### src/rtl/cscd_pkg.sv
// Shared types, constants, code tables and helper functions for the Cyrillic charset detector.
package cscd_pkg;

	// Score counter width, one counter per reading
	localparam int SCORE_WIDTH = 32;
	localparam int NUM_READ    = 4;
	// One vowel point plus an 8-bit word bonus needs nine bits
	localparam int BONUS_W     = 8;
	localparam int INC_W       = BONUS_W + 1;
	localparam int SUM_W       = ((SCORE_WIDTH > INC_W) ? SCORE_WIDTH : INC_W) + 1;

	localparam logic [BONUS_W-1:0] BONUS_RESET = 8'd10;

	// Reading codes, also the reported result
	typedef enum logic [1:0] {
		ENC_WIN  = 2'd0,
		ENC_DOS  = 2'd1,
		ENC_KOI  = 2'd2,
		ENC_UTF8 = 2'd3
	} enc_t;

	typedef logic [SCORE_WIDTH-1:0] score_t;

	// Per-item score increments, registered after classification
	typedef struct packed {
		logic                          valid;
		logic                          last;
		logic [NUM_READ-1:0][INC_W-1:0] inc;
	} incr_t;

	// Final scores of a finished text
	typedef struct packed {
		logic                    valid;
		logic [NUM_READ-1:0][SCORE_WIDTH-1:0] score;
	} final_t;

	// CP866 high half to CP1251
	localparam logic [7:0] DOS_ROM [128] = '{
		8'hC0,8'hC1,8'hC2,8'hC3,8'hC4,8'hC5,8'hC6,8'hC7,
		8'hC8,8'hC9,8'hCA,8'hCB,8'hCC,8'hCD,8'hCE,8'hCF,
		8'hD0,8'hD1,8'hD2,8'hD3,8'hD4,8'hD5,8'hD6,8'hD7,
		8'hD8,8'hD9,8'hDA,8'hDB,8'hDC,8'hDD,8'hDE,8'hDF,
		8'hE0,8'hE1,8'hE2,8'hE3,8'hE4,8'hE5,8'hE6,8'hE7,
		8'hE8,8'hE9,8'hEA,8'hEB,8'hEC,8'hED,8'hEE,8'hEF,
		8'h00,8'h00,8'h00,8'h00,8'h00,8'h00,8'h00,8'h00,
		8'h00,8'h00,8'h00,8'h00,8'h00,8'h00,8'h00,8'h00,
		8'h00,8'h00,8'h00,8'h00,8'h00,8'h00,8'h00,8'h00,
		8'h00,8'h00,8'h00,8'h00,8'h00,8'h00,8'h00,8'h00,
		8'h00,8'h00,8'h00,8'h00,8'h00,8'h00,8'h00,8'h00,
		8'h00,8'h00,8'h00,8'h00,8'h00,8'h00,8'h00,8'h00,
		8'hF0,8'hF1,8'hF2,8'hF3,8'hF4,8'hF5,8'hF6,8'hF7,
		8'hF8,8'hF9,8'hFA,8'hFB,8'hFC,8'hFD,8'hFE,8'hFF,
		8'hA8,8'hB8,8'hAA,8'hBA,8'hAF,8'hBF,8'hA1,8'hA2,
		8'hB0,8'h95,8'hB7,8'h00,8'hB9,8'hA4,8'h00,8'hA0
	};

	// KOI8-R high half to CP1251
	localparam logic [7:0] KOI_ROM [128] = '{
		8'h00,8'h00,8'h00,8'h00,8'h00,8'h00,8'h00,8'h00,
		8'h00,8'h00,8'h00,8'h00,8'h00,8'h00,8'h00,8'h00,
		8'h00,8'h00,8'h00,8'h00,8'h00,8'h95,8'h00,8'h00,
		8'h00,8'h00,8'hA0,8'h00,8'hB0,8'h00,8'hB7,8'h00,
		8'h00,8'h00,8'h00,8'hB8,8'h00,8'h00,8'h00,8'h00,
		8'h00,8'h00,8'h00,8'h00,8'h00,8'h00,8'h00,8'h00,
		8'h00,8'h00,8'h00,8'hA8,8'h00,8'h00,8'h00,8'h00,
		8'h00,8'h00,8'h00,8'h00,8'h00,8'h00,8'h00,8'hA9,
		8'hFE,8'hE0,8'hE1,8'hF6,8'hE4,8'hE5,8'hF4,8'hE3,
		8'hF5,8'hE8,8'hE9,8'hEA,8'hEB,8'hEC,8'hED,8'hEE,
		8'hEF,8'hFF,8'hF0,8'hF1,8'hF2,8'hF3,8'hE6,8'hE2,
		8'hFC,8'hFB,8'hE7,8'hF8,8'hFD,8'hF9,8'hF7,8'hFA,
		8'hDE,8'hC0,8'hC1,8'hD6,8'hC4,8'hC5,8'hD4,8'hC3,
		8'hD5,8'hC8,8'hC9,8'hCA,8'hCB,8'hCC,8'hCD,8'hCE,
		8'hCF,8'hDF,8'hD0,8'hD1,8'hD2,8'hD3,8'hC6,8'hC2,
		8'hDC,8'hDB,8'hC7,8'hD8,8'hDD,8'hD9,8'hD7,8'hDA
	};

	// CP1251 lower-casing of Cyrillic and ASCII capitals
	function automatic logic [7:0] lower1251(input logic [7:0] c);
		logic up;
		up = (c[7:5] == 3'b110) || (c >= 8'h41 && c <= 8'h5A);
		return up ? (c | 8'h20) : c;
	endfunction

	function automatic logic is_vowel(input logic [7:0] c);
		return c == 8'hE0 || c == 8'hEE || c == 8'hE5 || c == 8'hE8;
	endfunction

	function automatic logic is_word(input logic [7:0] c);
		return c == 8'hF3 || c == 8'hFF || c == 8'hE8 || c == 8'hEE ||
		       c == 8'hE0 || c == 8'hE2 || c == 8'hEA || c == 8'hF1;
	endfunction

	function automatic logic is_ws(input logic [7:0] c);
		return c == 8'h20 || c == 8'h0D || c == 8'h0A || c == 8'h09;
	endfunction

endpackage

### src/rtl/cyrillic_charset_detector_top.sv
// Top level of the Cyrillic charset detector.
//
//   channel  | dir | handshake          | payload
//   ---------+-----+--------------------+-------------------------------------------
//   s_*      | in  | s_tvalid/s_tready  | s_tdata[7:0] text_byte, s_tlast req_type
//   m_*      | out | m_tvalid/m_tready  | m_tdata[1:0] detected, [7:2] zero
//   cfg_*    | in  | cfg_valid/cfg_ready| cfg_data[7:0] word_bonus
//
// One request per cycle while s_tready is high: input register, classify stage, score stage, result register.
// An end-of-text request passes the input register, classify and score stages and result register to m_tvalid.
// Reset clears scores and history and sets word_bonus to 10; the end request clears
// scores and history again.
// s_tready drops only while a result waits in the result register and another
// finished result is queued behind it.
module cyrillic_charset_detector_top (
	input  logic       clk,
	input  logic       arst_n,
	input  logic       s_tvalid,
	output logic       s_tready,
	input  logic [7:0] s_tdata,   // [7:0] text_byte
	input  logic       s_tlast,   // req_type: end of text
	output logic       m_tvalid,
	input  logic       m_tready,
	output logic [7:0] m_tdata,   // [1:0] detected, [7:2] zero
	input  logic       cfg_valid,
	output logic       cfg_ready,
	input  logic [7:0] cfg_data   // [7:0] word_bonus
);
	import cscd_pkg::*;

	logic               adv;
	logic               hold;
	logic               valid_s1;
	logic               last_s1;
	logic [7:0]         byte_s1;
	logic [BONUS_W-1:0] bonus_q;
	logic [1:0]         detected;
	incr_t              incr_s2;
	final_t             fin_s3;

	assign adv       = !hold;
	assign s_tready  = adv;
	assign cfg_ready = 1'b1;

	// Word bonus register
	always_ff @(posedge clk or negedge arst_n) begin
		if (!arst_n) begin
			bonus_q <= BONUS_RESET;
		end else if (cfg_valid) begin
			bonus_q <= cfg_data[BONUS_W-1:0];
		end
	end

	// Input register
	always_ff @(posedge clk or negedge arst_n) begin
		if (!arst_n) begin
			valid_s1 <= 1'b0;
		end else if (adv) begin
			valid_s1 <= s_tvalid;
		end
	end

	always_ff @(posedge clk) begin
		if (adv && s_tvalid) begin
			last_s1 <= s_tlast;
			byte_s1 <= s_tdata;
		end
	end

	cscd_classify u_cls (
		.clk      (clk),
		.arst_n   (arst_n),
		.adv      (adv),
		.valid_s1 (valid_s1),
		.last_s1  (last_s1),
		.byte_s1  (byte_s1),
		.bonus    (bonus_q),
		.incr_s2  (incr_s2)
	);

	cscd_score u_scr (
		.clk     (clk),
		.arst_n  (arst_n),
		.adv     (adv),
		.incr_s2 (incr_s2),
		.fin_s3  (fin_s3)
	);

	cscd_pick u_pick (
		.clk       (clk),
		.arst_n    (arst_n),
		.fin_s3    (fin_s3),
		.out_ready (m_tready),
		.out_valid (m_tvalid),
		.detected  (detected),
		.hold      (hold)
	);

	assign m_tdata = {6'b0, detected};

endmodule

### src/rtl/cscd_classify.sv
// Byte classification: lower-casing, table lookups, vowel and one-letter word increments.
module cscd_classify (
	input  logic                          clk,
	input  logic                          arst_n,
	input  logic                          adv,
	input  logic                          valid_s1,
	input  logic                          last_s1,
	input  logic [7:0]                    byte_s1,
	input  logic [cscd_pkg::BONUS_W-1:0]  bonus,
	output cscd_pkg::incr_t               incr_s2
);
	import cscd_pkg::*;

	logic [7:0]          lc;
	logic [7:0]          dc;
	logic [7:0]          kc;
	logic                hi;
	logic                sp;
	logic                fire;
	logic [NUM_READ-1:0] vowel;
	logic [NUM_READ-1:0] word_now;
	logic [NUM_READ-1:0] word_q;
	logic                prev_sp_q;
	logic                two_back_q;
	logic [NUM_READ-1:0][INC_W-1:0] inc;

	// Lower-case the byte and read its DOS and KOI meanings
	always_comb begin
		hi = byte_s1[7];
		lc = hi ? lower1251(byte_s1) : byte_s1;
		dc = lower1251(DOS_ROM[lc[6:0]]);
		kc = lower1251(KOI_ROM[lc[6:0]]);
		sp = is_ws(lc);

		vowel[ENC_WIN]  = hi && is_vowel(lc);
		vowel[ENC_DOS]  = hi && is_vowel(dc);
		vowel[ENC_KOI]  = hi && is_vowel(kc);
		vowel[ENC_UTF8] = hi && (lc == 8'hF0 || lc == 8'hF1);

		// One-letter word flags of this byte, used when the next byte closes the word
		word_now[ENC_WIN]  = is_word(lc);
		word_now[ENC_DOS]  = hi && is_word(dc);
		word_now[ENC_KOI]  = hi && is_word(kc);
		word_now[ENC_UTF8] = 1'b0;

		// End of text acts as closing whitespace
		fire = two_back_q && (last_s1 || sp);

		for (int k = 0; k < NUM_READ; k++) begin
			inc[k] = INC_W'(vowel[k] && !last_s1)
				+ ((fire && word_q[k]) ? INC_W'(bonus) : INC_W'(0));
		end
	end

	// Track the last two bytes; clear at end of text
	always_ff @(posedge clk or negedge arst_n) begin
		if (!arst_n) begin
			word_q     <= '0;
			prev_sp_q  <= 1'b0;
			two_back_q <= 1'b0;
		end else if (adv && valid_s1) begin
			if (last_s1) begin
				word_q     <= '0;
				prev_sp_q  <= 1'b0;
				two_back_q <= 1'b0;
			end else begin
				word_q     <= word_now;
				prev_sp_q  <= sp;
				two_back_q <= prev_sp_q;
			end
		end
	end

	// Stage 2 register
	always_ff @(posedge clk or negedge arst_n) begin
		if (!arst_n) begin
			incr_s2 <= '0;
		end else if (adv) begin
			incr_s2.valid <= valid_s1;
			incr_s2.last  <= last_s1;
			incr_s2.inc   <= inc;
		end
	end

endmodule

### src/rtl/cscd_score.sv
// Saturating score counters for the four readings.
module cscd_score (
	input  logic             clk,
	input  logic             arst_n,
	input  logic             adv,
	input  cscd_pkg::incr_t  incr_s2,
	output cscd_pkg::final_t fin_s3
);
	import cscd_pkg::*;

	score_t                        score_q [NUM_READ];
	logic [NUM_READ-1:0][SCORE_WIDTH-1:0] next_score;
	logic [SUM_W-1:0]              sum [NUM_READ];

	// Add with saturation at the all-ones value
	always_comb begin
		for (int k = 0; k < NUM_READ; k++) begin
			sum[k] = SUM_W'(score_q[k]) + SUM_W'(incr_s2.inc[k]);
			next_score[k] = (sum[k][SUM_W-1:SCORE_WIDTH] != '0) ? '1
				: sum[k][SCORE_WIDTH-1:0];
		end
	end

	// Accumulate; hand off and clear at end of text
	always_ff @(posedge clk or negedge arst_n) begin
		if (!arst_n) begin
			for (int k = 0; k < NUM_READ; k++) begin
				score_q[k] <= '0;
			end
			fin_s3 <= '0;
		end else if (adv) begin
			fin_s3.valid <= incr_s2.valid && incr_s2.last;
			if (incr_s2.valid) begin
				for (int k = 0; k < NUM_READ; k++) begin
					score_q[k] <= incr_s2.last ? '0 : next_score[k];
				end
			end
			// Final scores payload
			if (incr_s2.valid && incr_s2.last) begin
				fin_s3.score <= next_score;
			end
		end
	end

endmodule

### src/rtl/cscd_pick.sv
// Highest-score selection with ties to the lower code, and the result register.
module cscd_pick (
	input  logic             clk,
	input  logic             arst_n,
	input  cscd_pkg::final_t fin_s3,
	input  logic             out_ready,
	output logic             out_valid,
	output logic [1:0]       detected,
	output logic             hold
);
	import cscd_pkg::*;

	logic   out_valid_q;
	enc_t   det_q;
	enc_t   best;
	score_t s0, s1, s2, s3;
	logic   load;

	// Pairwise compares in parallel, first maximum wins
	always_comb begin
		s0 = fin_s3.score[ENC_WIN];
		s1 = fin_s3.score[ENC_DOS];
		s2 = fin_s3.score[ENC_KOI];
		s3 = fin_s3.score[ENC_UTF8];
		if (s0 >= s1 && s0 >= s2 && s0 >= s3) begin
			best = ENC_WIN;
		end else if (s1 > s0 && s1 >= s2 && s1 >= s3) begin
			best = ENC_DOS;
		end else if (s2 > s0 && s2 > s1 && s2 >= s3) begin
			best = ENC_KOI;
		end else begin
			best = ENC_UTF8;
		end
		load = fin_s3.valid && (!out_valid_q || out_ready);
		hold = fin_s3.valid && out_valid_q && !out_ready;
	end

	// Result register: load a new result or drop the taken one
	always_ff @(posedge clk or negedge arst_n) begin
		if (!arst_n) begin
			out_valid_q <= 1'b0;
		end else if (load) begin
			out_valid_q <= 1'b1;
		end else if (out_ready) begin
			out_valid_q <= 1'b0;
		end
	end

	always_ff @(posedge clk) begin
		if (load) begin
			det_q <= best;
		end
	end

	assign out_valid = out_valid_q;
	assign detected  = det_q;

endmodule

### config.mk
export PLATFORM = sky130hd
export DESIGN_NAME = cyrillic_charset_detector_top
export DESIGN_NICKNAME = d
export VERILOG_FILES = /design/src/rtl/cscd_pkg.sv /design/src/rtl/cyrillic_charset_detector_top.sv /design/src/rtl/cscd_classify.sv /design/src/rtl/cscd_score.sv /design/src/rtl/cscd_pick.sv
export SDC_FILE = /design/constraint.sdc
export NUM_CORES = 1
export LEC_CHECK = 0
export BUFFER_PORTS_ARGS = -buffer_cell sky130_fd_sc_hd__buf_2
export CAP_MARGIN = 15
export CORE_AREA = 3 3 144 285
export CTS_BUF_LIST = sky130_fd_sc_hd__clkbuf_8 sky130_fd_sc_hd__clkbuf_16
export CTS_CLUSTER_SIZE = 12
export DETAILED_ROUTE_END_ITERATION = 10
export DIE_AREA = 0 0 147 288
export GPL_TIMING_DRIVEN = 0
export PLACE_DENSITY = 0.75
export SLEW_MARGIN = 0
export SYNTH_ARGS = -nofsm -noshare
export SYNTH_HDL_FRONTEND = slang
export SYNTH_SLANG_ARGS = --single-unit
### constraint.sdc
create_clock -name clk -period 6.5 [get_ports clk]
set_input_delay 1.3 -clock clk [delete_from_list [all_inputs] [get_ports clk]]
set_output_delay 1.3 -clock clk [all_outputs]
set_load 0.01 [all_outputs]
## Word-level counts from Yosys, hierarchy flattened

Memories as Yosys holds them, arrays and structs flattened.
Cells that the tools add are included.

- Mux-type cells: 27
- Magnitude comparators: 16
- Bitwise logic cells: 2
- $add $sub $neg: 8
- Reductions and logical operators: 77
- Equality and inequality tests: 35

Operators by type and width:

| kind | count |
|---|---|
| 32-bit two-way mux | 8 |
| 8-bit equality test, second input constant | 28 |
| 32-bit >= comparator | 6 |
| 32-bit by 9-bit adder with 33-bit output | 4 |
| 32-bit > comparator | 3 |
| 8-bit two-way mux | 9 |
| 1-bit logical OR | 39 |
| 1-bit by 9-bit adder with 9-bit output | 4 |
| 1-bit logical AND | 30 |
| 8-bit by 4-bit equality test with 1-bit output, second input constant | 3 |
| 8-bit by 7-bit >= comparator with 1-bit output, second input constant | 3 |
| 8-bit by 7-bit <= comparator with 1-bit output, second input constant | 3 |
| 6-bit two-way mux | 3 |
| 3-bit equality test, second input constant | 3 |
| 8-bit by 6-bit equality test with 1-bit output, second input constant | 1 |
| 8-bit >= comparator, second input constant | 1 |
| 7-bit inverter with 8-bit output | 1 |
| 1-bit two-way mux | 6 |
| 1-bit zero test | 4 |
| 2-bit AND reduction | 2 |
| 3-bit two-way mux | 1 |
| 2-bit nonzero test | 1 |
| 2-bit OR reduction | 1 |
| 1-bit inverter | 1 |

- Memories kept: 2
- Register bits: 322
- Memory bits (read-only): 2048

Memories:

| name | words | bits a word | read ports | clocked after Yosys merged registers in | write ports | line | RTL |
|---|---|---|---|---|---|---|---|
| (name not given) | 128 | 8 | 1 | 0 | 0 | cscd_classify.sv:31 | `dc = lower1251(DOS_ROM[lc[6:0]]);` |
| (name not given) | 128 | 8 | 1 | 0 | 0 | cscd_classify.sv:32 | `kc = lower1251(KOI_ROM[lc[6:0]]);` |

## Depth between registers and ports, before layout

Gate-level depths: netlist of run 1.

- Word-level depth: 23
- Mapped depth: 15
- Gate-level depth less buffers: 14

## Modules after synthesis

From an unflattened synthesis of run 1, not the netlist that was laid out.

- Cells, all modules: 2512
- Area total of the unflattened synthesis: 22098.7 µm²

Modules (own cells, without submodules):

| module | cells an instance | seq. area each (µm²) | times used | area each (µm²) |
|---|---|---|---|---|
| cscd_score | 1564 | 6431.2 | 1 | 14053.5 |
| cscd_pick | 594 | 85.1 | 1 | 4539.4 |
| cscd_classify | 315 | 875.8 | 1 | 2795.2 |
| cyrillic_charset_detector_top | 39 | 498.0 | 1 | 710.7 |

## Worst setup path after synthesis of run 1

OpenSTA, ideal clock, no wires.

- Kind: input-to-output
- From: in m_tready
- To: out s_tready
- Stages on the path: 5
- Arrival: 2.089 ns
- Path buffers: 2
- Required time: 5.200 ns
- Setup slack: 3.111 ns
- Cells stage by stage: nand2b_1 nor2_1 inv_1 clkbuf_1 buf_1

- Word-level cells in the longest chain between the ends: 3

Ends and longest elaborated chain:

| what | line | RTL |
|---|---|---|
| from (decl) | cyrillic_charset_detector_top.sv:23 | `input logic m_tready,` |
| 1-bit zero test | cscd_pick.sv:35 | `hold = fin_s3.valid && out_valid_q && !out_ready;` |
| 1-bit logical AND | cscd_pick.sv:35 |  |
| 1-bit zero test | cyrillic_charset_detector_top.sv:41 | `assign adv = !hold;` |
| to (decl) | cyrillic_charset_detector_top.sv:19 | `output logic s_tready,` |

Every way passes these cells.

## Final worst setup path of run 1

- From: in m_tready
- To: reg u_scr.fin_s3[33] (netlist name)

- Word-level cells in the longest chain between the ends: 4

Ends and longest elaborated chain:

| what | line |
|---|---|
| 1-bit zero test | cscd_pick.sv:35 |
| 1-bit logical AND | cscd_pick.sv:35 |
| 1-bit inverter (no source line) | n/a |
| 2-bit AND reduction (no source line) | n/a |

Every way passes these cells.
A chain may end at the register's enable or synchronous reset.

==> qor.yml, run 1 <==
wirelength_um: 79300
cts.sinks: 313
critPathLaunch: "m_tready"
comb_power_share_pct: 36.9
post_cts_buffers: 0
fin_skew_ns: 0.0289
ctsHoldBuffers: 0
fillers: 3525
status: "complete, but fails checks"
syn_avg_cell_area_sq_um: 8.96
pwr_density_cell_mw_per_mm2: 287
yosysUniqueCellTypes: 91
final_util_pct: 60.3
io_buffers: 25
worstHoldStart: "valid_s1"
critical_path_class: "in -> reg"
power.share.clock_pct: 25.9
synth_async_sr_flop_share_pct: 96.5
cts_max_level: 1
rsz0062_at_grt: "false"
cp_data_required_time_ns: 6.94
max-cap-violations: 0
die-width_um: 147
drtIter0Drc: 1813
top_level_ports: 33
drc: 1
die-area_sq_mm: 0.0423
synthCells: 2428
antennaDiodeCount: 0
initial_utilization_pct: 55.7
final_cells: 3034
drive_gt1_share_pct: 6.56
worst_slew_pin_slew_ns: 1.23
setup_slack_ns: 2.07
seq_power_share_pct: 37.2
path_clk_slew_ns: 0.07
power.internal_uw: 4050
coreArea_sq_mm: 0.0391
cts_buffers: 31
die_h_um: 288
yosys_warnings: 0
via_per_inst: 6.61
first_pass_iters: 11
r2r-start: "byte_s1[1]"
switching_share_pct: 40.0
ys.flop_type: "dfrtp_1"
grt_util_all_layers_pct: 36.9
grt_start_max_net_pins: 126
crit_fanout: 10
final_hold_viol_count: 0
globalplace.congestion: 0.978
violations: "design-rule violations"
fmax_mhz: 226
seqCellArea_sq_mm: 0.00789
ir_worst_vdd_mv: 0.250
syn_area_sq_mm: 0.0217
final-max-slew-violation-count: 0
dp_hpwl_um: 62000
worstHoldPathType: "reg -> reg"
grt_pass1_vias: 20003
setup.worst_path.start_class: "primary input"
detail_route.wl_per_cell_um: 26.1
antenna_found_initial: 0
switching_power_uw: 2700
ys_ff_latch: 313
clk_latency_ns: 0.60
grt_pass1_wl_um: 118000
place_ws_ns: 1.61
critPathCaptureType: "register"
period_share_pct: 68.2
dp_cells: 2981
nNetsFinal: 2752
vias: 20067
cts-resized-gates: 0
relSlewSlack_pct: 17.7
clockRootBuffer: "clkbuf_16"
rows: 102
period_needed_ns: 4.43
setup_violations: 0
area_growth_pct: 8.29
synth-edff-count: 11
cts_tree: "done"
antenna_left: 0
ys_seq_area_share_pct: 36.3
p_leak_uw: 0.0107
grt_overflow_total: 0
multiInputGateArea_sq_mm: 0.0128
clockBufferDepth: 3
arrival_ns: 4.87
per-stage QoR:
| stage | hold slack (ns) | TNS, ns | power (uW) | instance area [sq um] |
|---|---|---|---|---|
| after floorplan | 0.431 | 0 | 4010 | 21800 |
| after global placement | 0.456 | -462.63 | 4850 | 22500 |
| after detailed placement | 0.461 | 0 | 4960 | 22600 |
| after CTS | 0.482 | 0 | 6710 | 23600 |
| after global routing | 0.495 | 0 | 7110 | 23600 |
| final | 0.480 | 0 | 6750 | 23600 |
kinds of logic after synthesis:
family | Yosys count | share of synthesized area (%)
compound gates | 775 | 23.3
xor+xnor | 115 | 4.63
fa+ha+maj | 236 | 13.7
buf+inv | 276 | 5.13
flops | 313 | 36.3
mux | 20 | 1.10
other cells | 2 | 0.0345
simple gates | 691 | 15.8
cells in the mapped netlist, types with 10 or more instances:
master    count  area [sq um]
nor4_1       14          87.6
or3_1        10          62.6
a41o_1       10           100
o211ai_1     21           158
buf_2        21           105
inv_1       140           526
a41oi_1      12           105
o21a_1       18           135
nand2b_1     18           113
and2_1       17           106
and4_1       16           140
clkbuf_1     92           345
and3_1       51           319
o22a_1       26           228
o31ai_1      24           180
nor2_1      153           574
dfrtp_1     300          7510
xnor2_1      65           569
a211oi_1     18           135
mux2_2       12           135
a31o_1       10          87.6
a21o_1       49           368
ha_1        233          2920
a21oi_1     227          1140
a22oi_1      38           285
nor3_1       47           235
a31o_2       22           193
edfxtp_1     11           330
buf_1        11          41.3
nand2_1     202           758
a31oi_1      57           357
buf_4        10          75.1
xor2_1       50           438
o21ai_0     161           806
nand3_1      69           345
nand4_1      41           257
nor2b_1      20           125
worst max-delay path, cell delays in order:
cell and delay [ns]:
buf_2 0.08, nand2b_1 0.13, nor2_1 0.08, inv_1 0.07, clkbuf_1 0.46, and3_1 0.25, clkbuf_1 0.63, buf_1 0.84
buf_1 0.84, a31oi_1 0.19
power by group through the flow:
stage / registers, uW / clock network [uW] / logic, uW
final: 2510 / 1750 / 2490
after global routing: 2520 / 1830 / 2770
after CTS: 2500 / 1760 / 2440
after detailed placement: 2540 / 0 / 2420
after global placement: 2530 / 0 / 2320
after floorplan: 2370 / 0 / 1640
placed cells by master (no fill, tap or decap), types with 14 or more instances in the layout:
| master | netlist | routed |
|---|---|---|
| o211ai_1 | 21 | 21 |
| nor2_1 | 153 | 153 |
| o21ai_0 | 161 | 161 |
| nand4_1 | 41 | 41 |
| nor3_1 | 47 | 47 |
| nand2b_1 | 18 | 18 |
| xor2_1 | 50 | 50 |
| nand3_1 | 69 | 69 |
| and4_1 | 16 | 16 |
| o31ai_1 | 24 | 24 |
| a22oi_1 | 38 | 38 |
| and2_1 | 17 | 17 |
| clkbuf_16 | 0 | 31 |
| inv_1 | 140 | 154 |
| nand2_1 | 202 | 202 |
| o21a_1 | 18 | 18 |
| ha_1 | 233 | 233 |
| a21oi_1 | 227 | 227 |
| buf_2 | 21 | 45 |
| nor2b_1 | 20 | 20 |
| dfrtp_1 | 300 | 300 |
| nor4_1 | 14 | 14 |
| xnor2_1 | 65 | 65 |
| a31o_2 | 22 | 22 |
| and3_1 | 51 | 51 |
| clkbuf_1 | 92 | 92 |
| o22a_1 | 26 | 26 |
| a211oi_1 | 18 | 18 |
| a21o_1 | 49 | 49 |
| a31oi_1 | 57 | 57 |
path summary, 6_finish.rpt:
kind	endpoint	slack [ns]	depth (start not counted)
max reg2reg	u_cls.incr_s2[24]	2.14	15
min in group asynchronous	u_scr.score_q[41]	0.77	1
max in group asynchronous	u_scr.score_q[90]	4.58	2
min reg2reg	valid_s1	0.48	1
max	u_scr.fin_s3[33]	2.07	10
min	valid_s1	0.48	1
sequential cells by signal, indices dropped and copies added, names as in the netlist:
| signal | count |
|---|---|
| valid_s1 | 1 |
| byte_s1 | 8 |
| u_cls.prev_sp_q | 1 |
| last_s1 | 1 |
| u_cls.incr_s2 | 30 |
| u_scr.fin_s3 | 129 |
| u_cls.word_q | 3 |
| u_cls.two_back_q | 1 |
| bonus_q | 8 |
| u_pick.out_valid | 1 |
| u_pick.detected | 2 |
| u_scr.score_q | 128 |
cell type report:
cell class | instances | share of cell area (%)
Tap cell | 520 | 2.76
Buffer | 136 | 2.50
Inverter | 140 | 2.23
Timing Repair Buffer | 28 | 0.850
Clock buffer | 35 | 3.53
Sequential cell | 313 | 33.5
Clock inverter | 18 | 0.430
Multi-Input combinational cell | 1844 | 54.2
routing by layer:
metal  up-vias  wire (um)  GRT usage [%]
met4         0       9100           34.3
met2      1009      40000           65.6
met5         -          0              0
met1      9632      25500           36.5
li1       9032          -              -
met3       394       4710           4.80
Note: power is estimated with default switching activity, not from simulation.
==> inputs of run 2 (changes only) <==
--- a/config.mk
+++ b/config.mk
@@ -13,7 +13,7 @@
 export DETAILED_ROUTE_END_ITERATION = 10
 export DIE_AREA = 0 0 147 288
 export GPL_TIMING_DRIVEN = 0
-export PLACE_DENSITY = 0.75
+export PLACE_DENSITY = 0.78
 export SLEW_MARGIN = 0
 export SYNTH_ARGS = -nofsm -noshare
 export SYNTH_HDL_FRONTEND = slang
==> constraint.sdc (replaced) <==
create_clock -name clk -period 3.7 [get_ports clk]
set_input_delay 0.74 -clock clk [delete_from_list [all_inputs] [get_ports clk]]
set_output_delay 0.74 -clock clk [all_outputs]
set_load 0.01 [all_outputs]
==> run 2 against run 1 <==
The flow now finishes without violations. First-iteration DRC count rose by 9.2%. Final cell count up 0.26%. Hold slack got worse by 0.33 ns. Flip-flop and latch count is the same. Die area is the same. Clock skew fell by 0.012 ns. Largest power group is now combinational cells.
==> qor.yml, run 2 (synthesized netlist as in run 1, its figures left out) <==
status: "complete, no violations"
top_level_ports: 33  # unchanged
critPathCaptureType: "register"
pwr_density_cell_mw_per_mm2: 503  # +75%
final_hold_viol_count: 0  # unchanged
globalplace.congestion: 1.03  # +5.5%
die-width_um: 147  # unchanged
clk_latency_ns: 0.59  # about the same
dp_hpwl_um: 60300  # -2.7%
fin_skew_ns: 0.0168  # -0.0121 ns
io_buffers: 25  # unchanged
reg2reg_slack_ns: 0.08  # -2.06 ns
ctsHoldBuffers: 0  # unchanged
holdWs_ns: 0.147  # -0.333 ns
vias: 20269  # +1.0%
drtIter0Drc: 1979  # +9.2%
relSlewSlack_pct: 19.8  # +2.1 points
grt_start_max_net_pins: 125  # -0.79%
max-cap-violations: 0  # unchanged
worstHoldPathType: "in -> async"
arrival_ns: 4.04  # -0.83 ns
antenna_found_initial: 2  # +2
first_pass_iters: 8  # -3
crit_chain: "nand2b_1 > nor2_1 > inv_1 > clkbuf_1 > and3_1 > clkdlybuf4s15_2 > clkdlybuf4s15_1 > a31oi_1"
grt_util_all_layers_pct: 36.4  # -0.41 points
via_per_inst: 6.66  # +0.74%
setup.worst_path.start_class: "register"
drive_gt1_share_pct: 7.81  # +1.3 points
detail_route.wl_per_cell_um: 25.7  # -1.7%
fillers: 3409  # -3.3%
cts_max_level: 1  # unchanged
cts.sinks: 313  # unchanged
antenna_left: 0  # unchanged
p_leak_uw: 0.0107  # +0.50%
wirelength_um: 78200  # -1.4%
slowest_stage: "and3_1"
setup_slack_ns: 0.0829  # -1.98 ns
die_h_um: 288  # unchanged
clockRootBuffer: "clkbuf_16"
crit_fanout: 10  # unchanged
rows: 102  # unchanged
grt_overflow_total: 0  # unchanged
setup_violations: 0  # unchanged
drc: 0  # -1
slowest_delay_ns: 0.81  # -0.03 ns
final_cell_mix: "dfrtp_1, a21oi_1, ha_1"
cp_data_required_time_ns: 4.12  # -2.82 ns
clockBufferDepth: 3  # unchanged
final-max-slew-violation-count: 0  # unchanged
die-area_sq_mm: 0.0423  # unchanged
coreArea_sq_mm: 0.0391  # unchanged
rsz0062_at_grt: "true"
regMostFlops: "u_scr.fin_s3"
largest_register_ffs: 129  # unchanged
p_total_uw: 11900  # +77%
fmax_mhz: 276
worst_slew_pin_slew_ns: 1.20  # -0.0313 ns
cts_buffers: 31  # unchanged
path_clk_slew_ns: 0.06  # about the same
cts_tree: "done"
ir_worst_vdd_mv: 0.377  # +51%
grt_pass1_vias: 20114  # +0.55%
biggestRegsByFlops: "u_scr.fin_s3: 129 flops, u_scr.score_q: 128 flops, u_cls.incr_s2: 30 flops"
final_common_cell: "dfrtp_1"
nNetsFinal: 2760  # +0.29%
area_growth_pct: 9.03
place_ws_ns: -0.805  # -2.42 ns
period_share_pct: 97.8
period_needed_ns: 3.62
critical_path_class: "reg -> reg"
initial_utilization_pct: 55.7  # unchanged
grt_pass1_wl_um: 117000  # -0.70%
## run 2: cell count changes in the layout (fill, tap and decap cells not counted), moves of 2 or more
cell	previous run	this run
buf_4	10	19
ha_1	233	224
ha_2	0	9
clkbuf_1	92	87
buf_1	11	7
clkbuf_2	0	4
a211oi_1	18	15
a211oi_2	2	5
clkbuf_8	4	6
clkdlybuf4s15_2	0	2
clkinv_2	2	0
o21ai_0	161	159
## run 2: per-stage QoR
| stage | util (%) | std cells | TNS, ns | cell area, sq um |
|---|---|---|---|---|
| 2_1_floorplan | - | 2433 | 0 | 21800 |
| 3_3_place_gp | 57.7 | 2978 | -1130.79 | 22500 |
| 3_5_place_dp | 57.9 | 2981 | -43.89 | 22600 |
| 4_1_cts | 60.5 | 3036 | 0 | 23600 |
| 5_1_grt | 60.7 | 3041 | -0.104 | 23700 |
| 6_report | 60.7 | 3042 | 0 | 23700 |
## run 2: timing repair
item                       in CTS  in global routing
pin swaps                       4                  3
setup endpoints to repair      73                 26
resized for setup              14                 19
setup buffers                   3                  6
## run 2: critical path, delay by kind of cell, from the launching register on
| family | cells | cell delay [ns] |
|---|---|---|
| AOI/OAI and AO/OA | 1 | 0.17 |
| and+or+nand+nor | 3 | 1.00 |
| buffers and inverters | 4 | 1.89 |
| DFF | 1 | 0.39 |
## run 2: cell type report
cell class / count / area [sq um] / share of cell area (%)
multi-input combinational: 1844 / 12800 / 54.1
timing repair buffer: 37 / 263 / 1.11
clock buffer: 37 / 858 / 3.62
antenna: 1 / 2.50 / 0.0106
clock inverter: 15 / 82.6 / 0.348
buffer: 135 / 616 / 2.60
inverter: 140 / 526 / 2.22
tap: 520 / 651 / 2.74
sequential: 313 / 7890 / 33.3
## run 2: final timing paths
| kind | cells past startpoint | from | end |
|---|---|---|---|
| max in group asynchronous | 3 | arst_n | u_scr.fin_s3[106] |
| min reg2reg | 1 | valid_s1 | valid_s1 |
| max | 8 | u_pick.out_valid | u_scr.fin_s3[61] |
| min | 1 | arst_n | u_scr.score_q[98] |
| min in group clk | 1 | s_tdata[7] | byte_s1[7] |
| max reg2reg | 8 | u_pick.out_valid | u_scr.fin_s3[61] |
## run 2: power by group
group	switching [uW]	total, uW	internal (uW)
clock	1390	3070	1680
sequential	580	4420	3840
combinational	2790	4430	1650
total	4750	11900	7170
## run 2: metal layers
layer / vias up / global-route usage [%] / wire length, um
met5: - / 0 / 0
met4: 0 / 37.0 / 10100
met3: 431 / 5.36 / 5080
met2: 1073 / 63.6 / 38500
met1: 9720 / 35.5 / 24500
li1: 9045 / - / -
